File: src/rtl/core/srpv_pkg.sv
// Shared types, constants and character codes of the sensor record parser.
package srpv_pkg;

  localparam int NUM_FIELDS = 6;
  localparam int ACC_W      = 15;
  localparam int WIDE_W     = 19;
  localparam int VALUE_W    = 14;
  localparam int MASK_W     = 7;
  localparam int LINE_W     = 32;
  localparam int CFG_IDX_W  = 2;

  typedef logic signed [ACC_W-1:0]  acc_t;
  typedef logic signed [WIDE_W-1:0] wide_t;
  typedef logic [2:0]               field_idx_t;
  typedef logic [MASK_W-1:0]        mask_t;

  localparam acc_t  VALUE_MAX      = 15'sd9999;
  localparam wide_t WIDE_VALUE_MAX = 19'sd9999;
  localparam acc_t  TEMP_LOW_RST   = -15'sd99;
  localparam acc_t  TEMP_HIGH_RST  = 15'sd99;

  // field positions within a record
  localparam field_idx_t FIELD_YEAR   = 3'd0;
  localparam field_idx_t FIELD_MONTH  = 3'd1;
  localparam field_idx_t FIELD_DAY    = 3'd2;
  localparam field_idx_t FIELD_HOUR   = 3'd3;
  localparam field_idx_t FIELD_MINUTE = 3'd4;
  localparam field_idx_t FIELD_TEMP   = 3'd5;
  localparam field_idx_t FIELD_EXTRA  = 3'd6;

  localparam int EXTRA_BIT = 6;

  localparam logic [2:0] YEAR_DIGITS   = 3'd4;
  localparam logic [2:0] YEAR_CNT_MAX  = 3'd7;

  localparam acc_t MONTH_FEB    = 15'sd2;
  localparam acc_t MONTH_LAST   = 15'sd12;
  localparam acc_t DAYS_LONG    = 15'sd31;
  localparam acc_t DAYS_SHORT   = 15'sd30;
  localparam acc_t DAYS_FEB_LP  = 15'sd29;
  localparam acc_t DAYS_FEB     = 15'sd28;
  localparam acc_t HOUR_MAX     = 15'sd23;
  localparam acc_t MINUTE_MAX   = 15'sd59;

  // character codes
  localparam logic [7:0] CHAR_SPACE = 8'h20;
  localparam logic [7:0] CHAR_ZERO  = 8'h30;
  localparam logic [7:0] CHAR_NINE  = 8'h39;
  localparam logic [7:0] CHAR_SEMI  = 8'h3B;
  localparam logic [7:0] CHAR_NL    = 8'h0A;
  localparam logic [7:0] CHAR_MINUS = 8'h2D;

  // configuration register indexes
  localparam logic [CFG_IDX_W-1:0] CFG_TEMP_LOW  = 2'd0;
  localparam logic [CFG_IDX_W-1:0] CFG_TEMP_HIGH = 2'd1;

  // record state carried between bytes
  typedef struct packed {
    field_idx_t                  field_index;
    logic                        minus_seen;
    acc_t [NUM_FIELDS-1:0]       acc;
    logic [2:0]                  year_cnt;
    mask_t                       flags;
  } rec_t;

  localparam rec_t REC_CLEAR = '0;

endpackage

File: src/rtl/core/srpv_digit.sv
// Decimal digit accumulate with signed saturation at +/-9999.
module srpv_digit
  import srpv_pkg::*;
(
  input  acc_t       acc,
  input  logic [3:0] digit,
  input  logic       negate,
  output acc_t       acc_next
);

  wide_t ext;
  wide_t prod;
  wide_t dg;
  wide_t sum;
  wide_t sat;

  always_comb begin
    ext  = WIDE_W'(acc);
    prod = (ext <<< 3) + (ext <<< 1);
    dg   = wide_t'({{(WIDE_W-4){1'b0}}, digit});
    sum  = negate ? (prod - dg) : (prod + dg);
    if (sum > WIDE_VALUE_MAX) begin
      sat = WIDE_VALUE_MAX;
    end else if (sum < -WIDE_VALUE_MAX) begin
      sat = -WIDE_VALUE_MAX;
    end else begin
      sat = sum;
    end
    acc_next = sat[ACC_W-1:0];
  end

endmodule

File: src/rtl/core/srpv_check.sv
// End-of-record field checks producing the error mask.
module srpv_check
  import srpv_pkg::*;
(
  input  rec_t  rec,
  input  acc_t  temp_low,
  input  acc_t  temp_high,
  output mask_t mask
);

  acc_t y;
  acc_t mo;
  acc_t d;
  acc_t h;
  acc_t mi;
  acc_t t;
  acc_t dmax;

  always_comb begin
    y  = rec.acc[FIELD_YEAR];
    mo = rec.acc[FIELD_MONTH];
    d  = rec.acc[FIELD_DAY];
    h  = rec.acc[FIELD_HOUR];
    mi = rec.acc[FIELD_MINUTE];
    t  = rec.acc[FIELD_TEMP];

    unique case (mo)
      15'sd1, 15'sd3, 15'sd5, 15'sd7, 15'sd8, 15'sd10, 15'sd12: dmax = DAYS_LONG;
      15'sd4, 15'sd6, 15'sd9, 15'sd11:                          dmax = DAYS_SHORT;
      MONTH_FEB: dmax = (y[1:0] == 2'b00) ? DAYS_FEB_LP : DAYS_FEB;
      default:   dmax = '0;
    endcase

    mask = rec.flags;
    if (rec.year_cnt != YEAR_DIGITS)                    mask[FIELD_YEAR]   = 1'b1;
    if (mo < 15'sd1 || mo > MONTH_LAST)                 mask[FIELD_MONTH]  = 1'b1;
    // no day check when the month itself is bad
    if (dmax != '0 && (d < 15'sd1 || d > dmax))         mask[FIELD_DAY]    = 1'b1;
    if (h < 15'sd0 || h > HOUR_MAX)                     mask[FIELD_HOUR]   = 1'b1;
    if (mi < 15'sd0 || mi > MINUTE_MAX)                 mask[FIELD_MINUTE] = 1'b1;
    if (t < temp_low || t > temp_high)                  mask[FIELD_TEMP]   = 1'b1;
  end

endmodule

File: src/rtl/core/sensor_record_parser_validator_unit.sv
// Top level of the sensor record parser and validator.
// Items pass through an input register; a record end loads the result register once that is free.
// Throughput: one item per cycle unless in_stall is high; the single-byte step on the record state sets this.
// in_stall rises only while a finished result waits and the next item ends a record.
// Reset (rst, synchronous, active high) clears record state, the line counter and
// both valid flags, and sets the temperature limits to -99 and 99.
module sensor_record_parser_validator_unit
  import srpv_pkg::*;
(
  input  logic                 clk,
  input  logic                 rst,
  // byte input channel
  input  logic                 in_valid,
  output logic                 in_stall,
  input  logic [7:0]           char_byte,
  input  logic                 end_of_input,
  // result channel
  output logic                 out_valid,
  input  logic                 out_stall,
  output logic                 record_valid,
  output logic [VALUE_W-1:0]   year_value,
  output logic [VALUE_W-1:0]   month_value,
  output logic [VALUE_W-1:0]   day_value,
  output logic [VALUE_W-1:0]   hour_value,
  output logic [VALUE_W-1:0]   minute_value,
  output logic signed [ACC_W-1:0] temperature_value,
  output logic [MASK_W-1:0]    field_error_mask,
  output logic [LINE_W-1:0]    line_number,
  output logic                 stream_done,
  // configuration write channel
  input  logic                 cfg_valid,
  output logic                 cfg_ready,
  input  logic [CFG_IDX_W-1:0] cfg_index,
  input  logic [ACC_W-1:0]     cfg_data
);

  // input register
  logic        ireg_valid;
  logic [7:0]  ireg_byte;
  logic        ireg_eoi;

  // record state and line counter
  rec_t              rec;
  rec_t              rec_next;
  logic [LINE_W-1:0] lines_seen;
  logic [LINE_W-1:0] lines_seen_next;

  acc_t temp_low;
  acc_t temp_high;

  // per-byte decode
  logic [7:0] c;
  logic       is_digit;
  logic       ends;
  logic       out_free;
  logic       proc;
  acc_t       sel_acc;
  acc_t       digit_acc;
  logic       negate;
  mask_t      mask;
  logic [LINE_W-1:0] line_cur;

  assign cfg_ready = 1'b1;

  // space counts as digit zero
  assign c        = (ireg_byte == CHAR_SPACE) ? CHAR_ZERO : ireg_byte;
  assign is_digit = (c >= CHAR_ZERO) && (c <= CHAR_NINE);
  assign ends     = ireg_eoi || (c == CHAR_NL);

  // an item holding a record end may move only when the result register is free
  assign out_free = !out_valid || !out_stall;
  assign proc     = ireg_valid && (!ends || out_free);
  assign in_stall = ireg_valid && !proc;

  assign negate   = (rec.field_index == FIELD_TEMP) && rec.minus_seen;
  assign line_cur = lines_seen + 32'd1;

  // accumulator of the current field; extra field reads as zero, never written
  always_comb begin
    sel_acc = '0;
    for (int i = 0; i < NUM_FIELDS; i++) begin
      if (rec.field_index == 3'(i)) sel_acc = rec.acc[i];
    end
  end

  srpv_digit u_digit (
    .acc      (sel_acc),
    .digit    (c[3:0]),
    .negate   (negate),
    .acc_next (digit_acc)
  );

  srpv_check u_check (
    .rec       (rec),
    .temp_low  (temp_low),
    .temp_high (temp_high),
    .mask      (mask)
  );

  // next record state for the byte in the input register
  always_comb begin
    rec_next        = rec;
    lines_seen_next = lines_seen;
    if (ends) begin
      rec_next        = REC_CLEAR;
      // end of stream restarts line numbering
      lines_seen_next = ireg_eoi ? '0 : line_cur;
    end else if (c == CHAR_SEMI) begin
      if (rec.field_index >= FIELD_TEMP) begin
        rec_next.flags[EXTRA_BIT] = 1'b1;
        rec_next.field_index      = FIELD_EXTRA;
      end else begin
        rec_next.field_index = rec.field_index + 3'd1;
      end
    end else if (rec.field_index >= FIELD_EXTRA) begin
      // bytes in an extra field are dropped
    end else if (rec.field_index == FIELD_TEMP) begin
      if (c == CHAR_MINUS) begin
        rec_next.minus_seen = 1'b1;
      end else if (is_digit) begin
        rec_next.acc[FIELD_TEMP] = digit_acc;
      end else begin
        rec_next.flags[FIELD_TEMP] = 1'b1;
      end
    end else if (is_digit) begin
      for (int i = 0; i < NUM_FIELDS - 1; i++) begin
        if (rec.field_index == 3'(i)) rec_next.acc[i] = digit_acc;
      end
      if (rec.field_index == FIELD_YEAR && rec.year_cnt < YEAR_CNT_MAX) begin
        rec_next.year_cnt = rec.year_cnt + 3'd1;
      end
    end else begin
      rec_next.flags[rec.field_index] = 1'b1;
    end
  end

  // input register
  always_ff @(posedge clk) begin
    if (rst) begin
      ireg_valid <= 1'b0;
    end else if (!in_stall) begin
      ireg_valid <= in_valid;
    end
    if (!in_stall && in_valid) begin
      ireg_byte <= char_byte;
      ireg_eoi  <= end_of_input;
    end
  end

  // record state, line counter
  always_ff @(posedge clk) begin
    if (rst) begin
      rec        <= REC_CLEAR;
      lines_seen <= '0;
    end else if (proc) begin
      rec        <= rec_next;
      lines_seen <= lines_seen_next;
    end
  end

  // temperature limits
  always_ff @(posedge clk) begin
    if (rst) begin
      temp_low  <= TEMP_LOW_RST;
      temp_high <= TEMP_HIGH_RST;
    end else if (cfg_valid && cfg_ready) begin
      unique case (cfg_index)
        CFG_TEMP_LOW:  temp_low  <= cfg_data;
        CFG_TEMP_HIGH: temp_high <= cfg_data;
        default: ;
      endcase
    end
  end

  // result register
  always_ff @(posedge clk) begin
    if (rst) begin
      out_valid <= 1'b0;
    end else begin
      out_valid <= (proc && ends) || (out_valid && out_stall);
    end
    if (proc && ends) begin
      record_valid      <= (mask == '0);
      year_value        <= rec.acc[FIELD_YEAR][VALUE_W-1:0];
      month_value       <= rec.acc[FIELD_MONTH][VALUE_W-1:0];
      day_value         <= rec.acc[FIELD_DAY][VALUE_W-1:0];
      hour_value        <= rec.acc[FIELD_HOUR][VALUE_W-1:0];
      minute_value      <= rec.acc[FIELD_MINUTE][VALUE_W-1:0];
      temperature_value <= rec.acc[FIELD_TEMP];
      field_error_mask  <= mask;
      line_number       <= line_cur;
      stream_done       <= ireg_eoi;
    end
  end

endmodule

File: config.mk
export PLATFORM = sky130hd
export DESIGN_NAME = sensor_record_parser_validator_unit
export DESIGN_NICKNAME = d
export VERILOG_FILES = /design/src/rtl/core/srpv_pkg.sv /design/src/rtl/core/srpv_digit.sv /design/src/rtl/core/srpv_check.sv /design/src/rtl/core/sensor_record_parser_validator_unit.sv
export SDC_FILE = /design/constraint.sdc
export NUM_CORES = 1
export LEC_CHECK = 0
export BUFFER_PORTS_ARGS = -buffer_cell sky130_fd_sc_hd__buf_4
export CAP_MARGIN = 20
export CORE_ASPECT_RATIO = 0.7
export CORE_MARGIN = 3
export CORE_UTILIZATION = 54
export CTS_CLUSTER_DIAMETER = 60
export DETAILED_ROUTE_END_ITERATION = 10
export GPL_TIMING_DRIVEN = 1
export PLACE_DENSITY = 0.76
export SLEW_MARGIN = 20
export SYNTH_ARGS = -nofsm -noshare
export SYNTH_HDL_FRONTEND = slang
export SYNTH_SLANG_ARGS = --single-unit
export TNS_END_PERCENT = 100
File: constraint.sdc
create_clock -name clk -period 6.8 [get_ports clk]
set_clock_uncertainty 0.2 [all_clocks]
set_input_delay 0.68 -clock clk [delete_from_list [all_inputs] [get_ports clk]]
set_output_delay 0.68 -clock clk [all_outputs]
set_load 0.02 [all_outputs]
# After elaboration in Yosys (flattened, before gate mapping)
# Index checks and enable logic that the tools add are counted.
[classes]
add_sub_neg = 6
mux = 46
reduce_logical = 56
order_cmp = 19
eq_ne = 35
bitwise_logic = 1
[op_table]
columns = ["op", "count"]
rows = [
  ["$mux W15", 15],
  ["$mux W104", 1],
  ["$mux W101", 1],
  ["$mux W94", 1],
  ["$mux W79", 1],
  ["$mux W78", 1],
  ["$eq A15 B4 Y1 const B", 5],
  ["$eq A15 B3 Y1 const B", 4],
  ["$reduce_and A6 Y1", 8],
  ["$pmux W15 S3", 1],
  ["$add A32 B1 Y32 const B", 1],
  ["$mux W32", 1],
  ["$eq A15 B2 Y1 const B", 2],
  ["$gt A15 B15 Y1", 2],
  ["$lt A15 B1 Y1 const B", 2],
  ["$lt A15 B2 Y1 const B", 2],
  ["$eq A8 B6 Y1 const B", 3],
  ["$reduce_bool A2 Y1", 10],
  ["$add A18 B16 Y19", 1],
  ["$add A19 B5 Y19", 1],
  ["$gt A19 B15 Y1 const B", 1],
  ["$lt A19 B15 Y1 const B", 1],
  ["$mux W19", 1],
  ["$sub A19 B5 Y19", 1],
  ["42 further kinds", 96],
]
[word_totals]
ff_bits = 303
elab_cells = 192
output_inout_bits = 129
inputBits = 31

# Depth between registers and ports, before layout
[depth]
ltp_word = 19
depth_mapped = 26

# Cells and area by module
# Synthesis repeated with hierarchy kept, for this count alone.
[hier_totals]
cells_unflattened = 1500
area_unflattened_um2 = 15433.6
[by_module_without_submodules]
columns = ["mod", "area_per_inst_um2", "n_inst", "seq_area_each_um2", "cells_each"]
rows = [
  ["sensor_record_parser_validator_unit", 12592.1, 1, 7417.1, 1118],
  ["srpv_digit", 1716.6, 1, 0.0, 233],
  ["srpv_check", 1124.8, 1, 0.0, 149],
]

# Worst setup path before layout
# OpenSTA, ideal clock, no wires.
[synth_path]
path_kind = "register to register"
from = "register, netlist name rec[102]"
to = "register, netlist name rec[13]"
arrival_ps = 5949
synth_period_minus_slack_ps = 6286
path_buffers = 5
stages_incl_launch_ff = 26
required_ps = 6462
setup_ps = 138
path_slack_ps = 514
path_cell_list = "dfxtp_1 clkbuf_1 inv_1 ha_1 clkbuf_1 nor2b_1 clkbuf_1 clkbuf_1 a221oi_1 o311ai_0 o211ai_1 o21ai_0 ha_1 fa_1 a211oi_1 or3b_1 nand4_1 or4_1 or4_1 o31ai_1 o21a_1 mux2_2 a31oi_1 buf_4 a2bb2oi_1 a211oi_1"
[synth_between]
elab_chain_cells = 19
word_cells_on_any_way = 32
classes_between = "add/sub: 3; order compare: 3; eq/ne: 7; mux: 15; reduce/logical: 4"
[synth_rtl]
columns = ["element", "line_no", "source"]
rows = [
  ["$logic_not A3 Y1", "sensor_record_parser_validator_unit.sv:82, sensor_record_parser_validator_unit.sv:127", ""],
  ["$mux W15 (6 in a row)", "sensor_record_parser_validator_unit.sv:82", "if (rec.field_index == 3'(i)) sel_acc = rec.acc[i];"],
  ["$add A18 B16 Y19", "srpv_digit.sv:19", "prod = (ext <<< 3) + (ext <<< 1);"],
  ["$add A19 B5 Y19 or $sub A19 B5 Y19 (tied branches)", "srpv_digit.sv:21", "sum = negate ? (prod - dg) : (prod + dg);"],
  ["$mux W19", "srpv_digit.sv:21", ""],
  ["$lt A19 B15 Y1", "srpv_digit.sv:24", "end else if (sum < -WIDE_VALUE_MAX) begin"],
  ["$mux W15", "srpv_digit.sv:24", ""],
  ["$mux W15", "srpv_digit.sv:22", "if (sum > WIDE_VALUE_MAX) begin"],
  ["$mux W15", "sensor_record_parser_validator_unit.sv:127", "if (rec.field_index == 3'(i)) rec_next.acc[i] = digit_acc;"],
  ["$mux W78", "sensor_record_parser_validator_unit.sv:125", "end else if (is_digit) begin"],
  ["$mux W79", "sensor_record_parser_validator_unit.sv:117", "end else if (rec.field_index == FIELD_TEMP) begin"],
  ["$mux W101", "sensor_record_parser_validator_unit.sv:115", "end else if (rec.field_index >= FIELD_EXTRA) begin"],
  ["$mux W94", "sensor_record_parser_validator_unit.sv:108", "end else if (c == CHAR_SEMI) begin"],
  ["$mux W104", "sensor_record_parser_validator_unit.sv:104", "if (ends) begin"],
]
# Several ways; a longest one is shown, not always the timed one. The select of a mux whose other input is x is not followed.
# A chain may end at the register's enable or synchronous reset.

# Worst setup path after layout
[layout_path]
from = "register, netlist name rec[102]"
to = "register, netlist name rec[23]"
[layout_between]
elab_chain_cells = 19
word_cells_on_any_way = 32
classes_between = "add/sub: 3; order compare: 3; eq/ne: 7; mux: 15; reduce/logical: 4"
[layout_rtl]
columns = ["element", "line_no"]
rows = [
  ["$logic_not A3 Y1", "sensor_record_parser_validator_unit.sv:82, sensor_record_parser_validator_unit.sv:127"],
  ["$mux W15 (6 in a row)", "sensor_record_parser_validator_unit.sv:82"],
  ["$add A18 B16 Y19", "srpv_digit.sv:19"],
  ["$add A19 B5 Y19 or $sub A19 B5 Y19 (tied branches)", "srpv_digit.sv:21"],
  ["$mux W19", "srpv_digit.sv:21"],
  ["$lt A19 B15 Y1", "srpv_digit.sv:24"],
  ["$mux W15", "srpv_digit.sv:24"],
  ["$mux W15", "srpv_digit.sv:22"],
  ["$mux W15", "sensor_record_parser_validator_unit.sv:127"],
  ["$mux W78", "sensor_record_parser_validator_unit.sv:125"],
  ["$mux W79", "sensor_record_parser_validator_unit.sv:117"],
  ["$mux W101", "sensor_record_parser_validator_unit.sv:115"],
  ["$mux W94", "sensor_record_parser_validator_unit.sv:108"],
  ["$mux W104", "sensor_record_parser_validator_unit.sv:104"],
]
# Several ways; a longest one is shown, not always the timed one. The select of a mux whose other input is x is not followed.

==> results.toml <==
[clocking]
path_clk_slew_ns = 0.07
postCtsHoldBufs = 0
cts_root_buf = "clkbuf_16"
numCtsBuffers = 29
htreeDepth = 1
clockBufferDepth = 3
clk_latency_ns = 0.56
cts.sinks = 303
tritoncts = "done"

[logic_synthesis]
yosysSeqAreaShare_pct = 51.54
yosys_warnings = 0
syn_area_sq_um = 14390
synth-async-reset-ratio_pct = 0
synth-simple-area-share_pct = 16.56
synth-xor-area-share_pct = 3.400
synth_top_area_cell = "edfxtp_1"
ys_types = 76
netlist_instances = 1443
syn_nets = 1539
ys_ff_latch = 303
synth_area_leaders = "edfxtp_1 (28%), dfxtp_1 (23%), ha_1 (5.4%), nor2_1 (4.3%), nand2_1 (3.6%)"
ys.flop_type = "dfxtp_1"
synth_edf_count = 135
avgSynthCellArea_sq_um = 9.972
netlist.area_leader.share_pct = 28.17
synthMuxAreaShare_pct = 0.7043
synth_compound_area_share_pct = 18.42
synth_fa_ha_area_share_pct = 5.808
synth_top_family_by_area = "compound AO/OA/AOI/OAI gates"

[placed_design]
pre_cts_ws_ns = 0.2383
dp_hpwl_um = 28290
port-buffer-count = 158
dp.cells = 1922
gp_congestion = 0.9865

[min_path]
min_path_type = "in2reg"
hold_depth = 1
holdPathEnd = "ireg_byte[2]"
min-delay-start = "char_byte[2]"

[worst_setup_path]
worstPathMaxFanout = 10
cp-end-kind = "flip-flop"
cp_num_buf_inv = 5
required_ns = 7.06
cp-start-kind = "flip-flop"
rr_worst_depth = 23
r2r_slack_ns = 0.37
cp_common_cell = "buf_4"
reg2reg_from = "rec[102]"
critPathKind = "reg2reg"
timing.rr.end = "rec[23]"
cpPeakStageDelay_ns = 0.61
path_depth = 23
cp_data_arrival_time_ns = 6.69
worstPathCellList = "inv_1, ha_1, nor2b_1, buf_4, buf_4, a221oi_1, o311ai_0, o21ai_0, o21ai_0, buf_4, ha_1, a21oi_1, o211ai_1, a2111oi_1, nor3_1, xor2_1, or4_1, and3b_1, or2_1, a41oi_2, buf_4, a2bb2oi_4, a211oi_1"
crit_family = "compound AO/OA/AOI/OAI gates"
crit_path_top_delay_cell = "or4_1"

[die]
initial_utilization_pct = 55.49
chipWidth_um = 201.1
rows = 49
die_h_um = 142.6
io_pins = 160
dieArea_sq_um = 28670
core-area_sq_um = 25930

[cells_and_area]
final_common_cell = "buf_4"
layout-drive-gt1-share_pct = 17.03
synthToLayoutAreaGrowth_pct = 18.80
layout_common_cells = "buf_4 (197), dfxtp_1 (167), nor2_1 (160)"
finish.net_count = 1694
fin_cells = 1979
utilization_pct = 65.92
fillers = 2044

[power_and_ir_drop]
combinationalPowerShare_pct = 9.0
p_sw_share_pct = 24.79
power.share.clock_pct = 40.8
power_mw = 3.936
intPower_mw = 2.960
p_leak_nw = 6.695
powerDensity_nw_per_um2 = 230.2
p_switching_uw = 975.8
seq_power_share_pct = 50.2
max-vdd-ir-drop_v = 0.0001949

[routing]
vias = 11986
route.layer.met1.wl_um = 17780
wl_per_cell_um = 19.73
wl_met2_um = 16070
drc_errors = 0
drt_wl_total_um = 39040
routed.top_layer = "met4"
ant_nets = 0
drt_pass1_iterations = 10
drt_iter0_markers = 1323
route.met3.wl_um = 4056
vias_per_cell = 6.057

[job]
maxCapViolCount = 0

[timing]
finalSetupViolCount = 0
setup_ws_ns = 0.3720
period_needed_ns = 6.428
fin_setup_tns_ns = 0
clock.fmax_mhz = 155.6
finalCritPeriodShare_pct = 94.53
finalHoldViolations = 0
worst_pin_slew_ns = 0.9946
drv_slew = 0
slew_headroom_pct = 33.70

[global_routing]
grt_use_total_pct = 26.21
grt-ovfl-total = 0
antenna_found_initial = 1
grt_max_degree = 135
grt_pass1_vias = 10745
grt_pass1_wl_um = 60870

[outcome]
status = "complete, no violations"
through the flow:
step	instance area (sq um)	hold slack, ns
after global routing	17090	0.09567
after floorplan	14390	0.2215
after global placement	16050	0.2442
after detailed placement	16050	0.2465
after CTS	17000	0.09034
final	17100	0.1016
sequential cells by signal, summed over array words and instances (netlist names):
signal / cells
line_number: 32
ireg_valid: 1
ireg_byte: 8
temperature_value: 15
stream_done: 1
temp_low: 15
hour_value: 14
rec: 104
minute_value: 14
field_error_mask: 7
ireg_eoi: 1
year_value: 14
lines_seen: 32
record_valid: 1
day_value: 14
temp_high: 15
out_valid: 1
month_value: 14
cell usage after synthesis (20+ instances only):
master / instances
dfxtp_1: 168
nor2_1: 164
nand2_1: 137
edfxtp_1: 135
o21ai_0: 80
clkbuf_1: 66
a21oi_1: 65
ha_1: 62
inv_1: 52
a211oi_1: 49
nand2b_1: 38
o32ai_1: 31
xnor2_1: 29
nand3_1: 25
xor2_1: 25
nor3_1: 20
worst max-delay path by stage:
stage / from / to / slack (ns)
2_1_floorplan: rec[102] / rec[13] / 0.51
3_3_place_gp: rec[102] / rec[13] / 0.42
3_5_place_dp: rec[102] / rec[13] / 0.24
4_1_cts: rec[102] / rec[13] / 0.21
5_1_grt: rec[101] / rec[29] / -0.004
6_report: rec[102] / rec[23] / 0.37
area by class of cell:
class                           count  area, sq um  area share [%]
Clock inverter                     16        175.2           1.025
Inverter                           54        205.2           1.200
Antenna cell                        1        2.502         0.01464
Multi-Input combinational cell   1011         6559           38.37
Timing Repair Buffer              199         1519           8.885
Tap cell                          357        446.7           2.613
Clock buffer                       38        769.5           4.501
Sequential cell                   303         7418           43.39
worst reg2reg max path: stages, from the launching register on:
cell and delay, ns:
dfxtp_2 0.37, inv_1 0.13, ha_1 0.33, nor2b_1 0.18
buf_4 0.18, buf_4 0.19, a221oi_1 0.08, o311ai_0 0.43
o21ai_0 0.15, o21ai_0 0.22, buf_4 0.18, ha_1 0.31
a21oi_1 0.24, o211ai_1 0.18, a2111oi_1 0.47, nor3_1 0.13
xor2_1 0.21, or4_1 0.61, and3b_1 0.22, or2_1 0.26
a41oi_2 0.35, buf_4 0.27, a2bb2oi_4 0.12, a211oi_1 0.33
layer usage:
metal / global-route usage, % / vias up
met1: 40.57 / 5642
met5: 0 / -
li1: - / 5649
met3: 5.806 / 72
met2: 36.86 / 623
met4: 7.130 / 0
repair_timing:
item                       in CTS  in global routing
setup buffers                   0                  2
hold endpoints to repair        0                  0
gates resized for setup         0                 17
setup endpoints to repair       0                 78
power groups by stage:
stage / clock, mW / combinational [mW] / sequential (mW)
2_1_floorplan: 0 / 0.207 / 2.02
3_3_place_gp: 0 / 0.332 / 2.01
3_5_place_dp: 0 / 0.339 / 2.01
4_1_cts: 1.62 / 0.341 / 1.97
5_1_grt: 1.70 / 0.385 / 1.98
6_report: 1.61 / 0.354 / 1.98
logic make-up after synthesis:
group                    Yosys count
adder cells (fa/ha/maj)           65
flip-flops                       303
other                              1
XOR/XNOR                          55
AND/OR/NAND/NOR                  500
AO/OA/AOI/OAI                    380
buffers and inverters            129
multiplexers                      10
(Power assumes the default switching activity.)
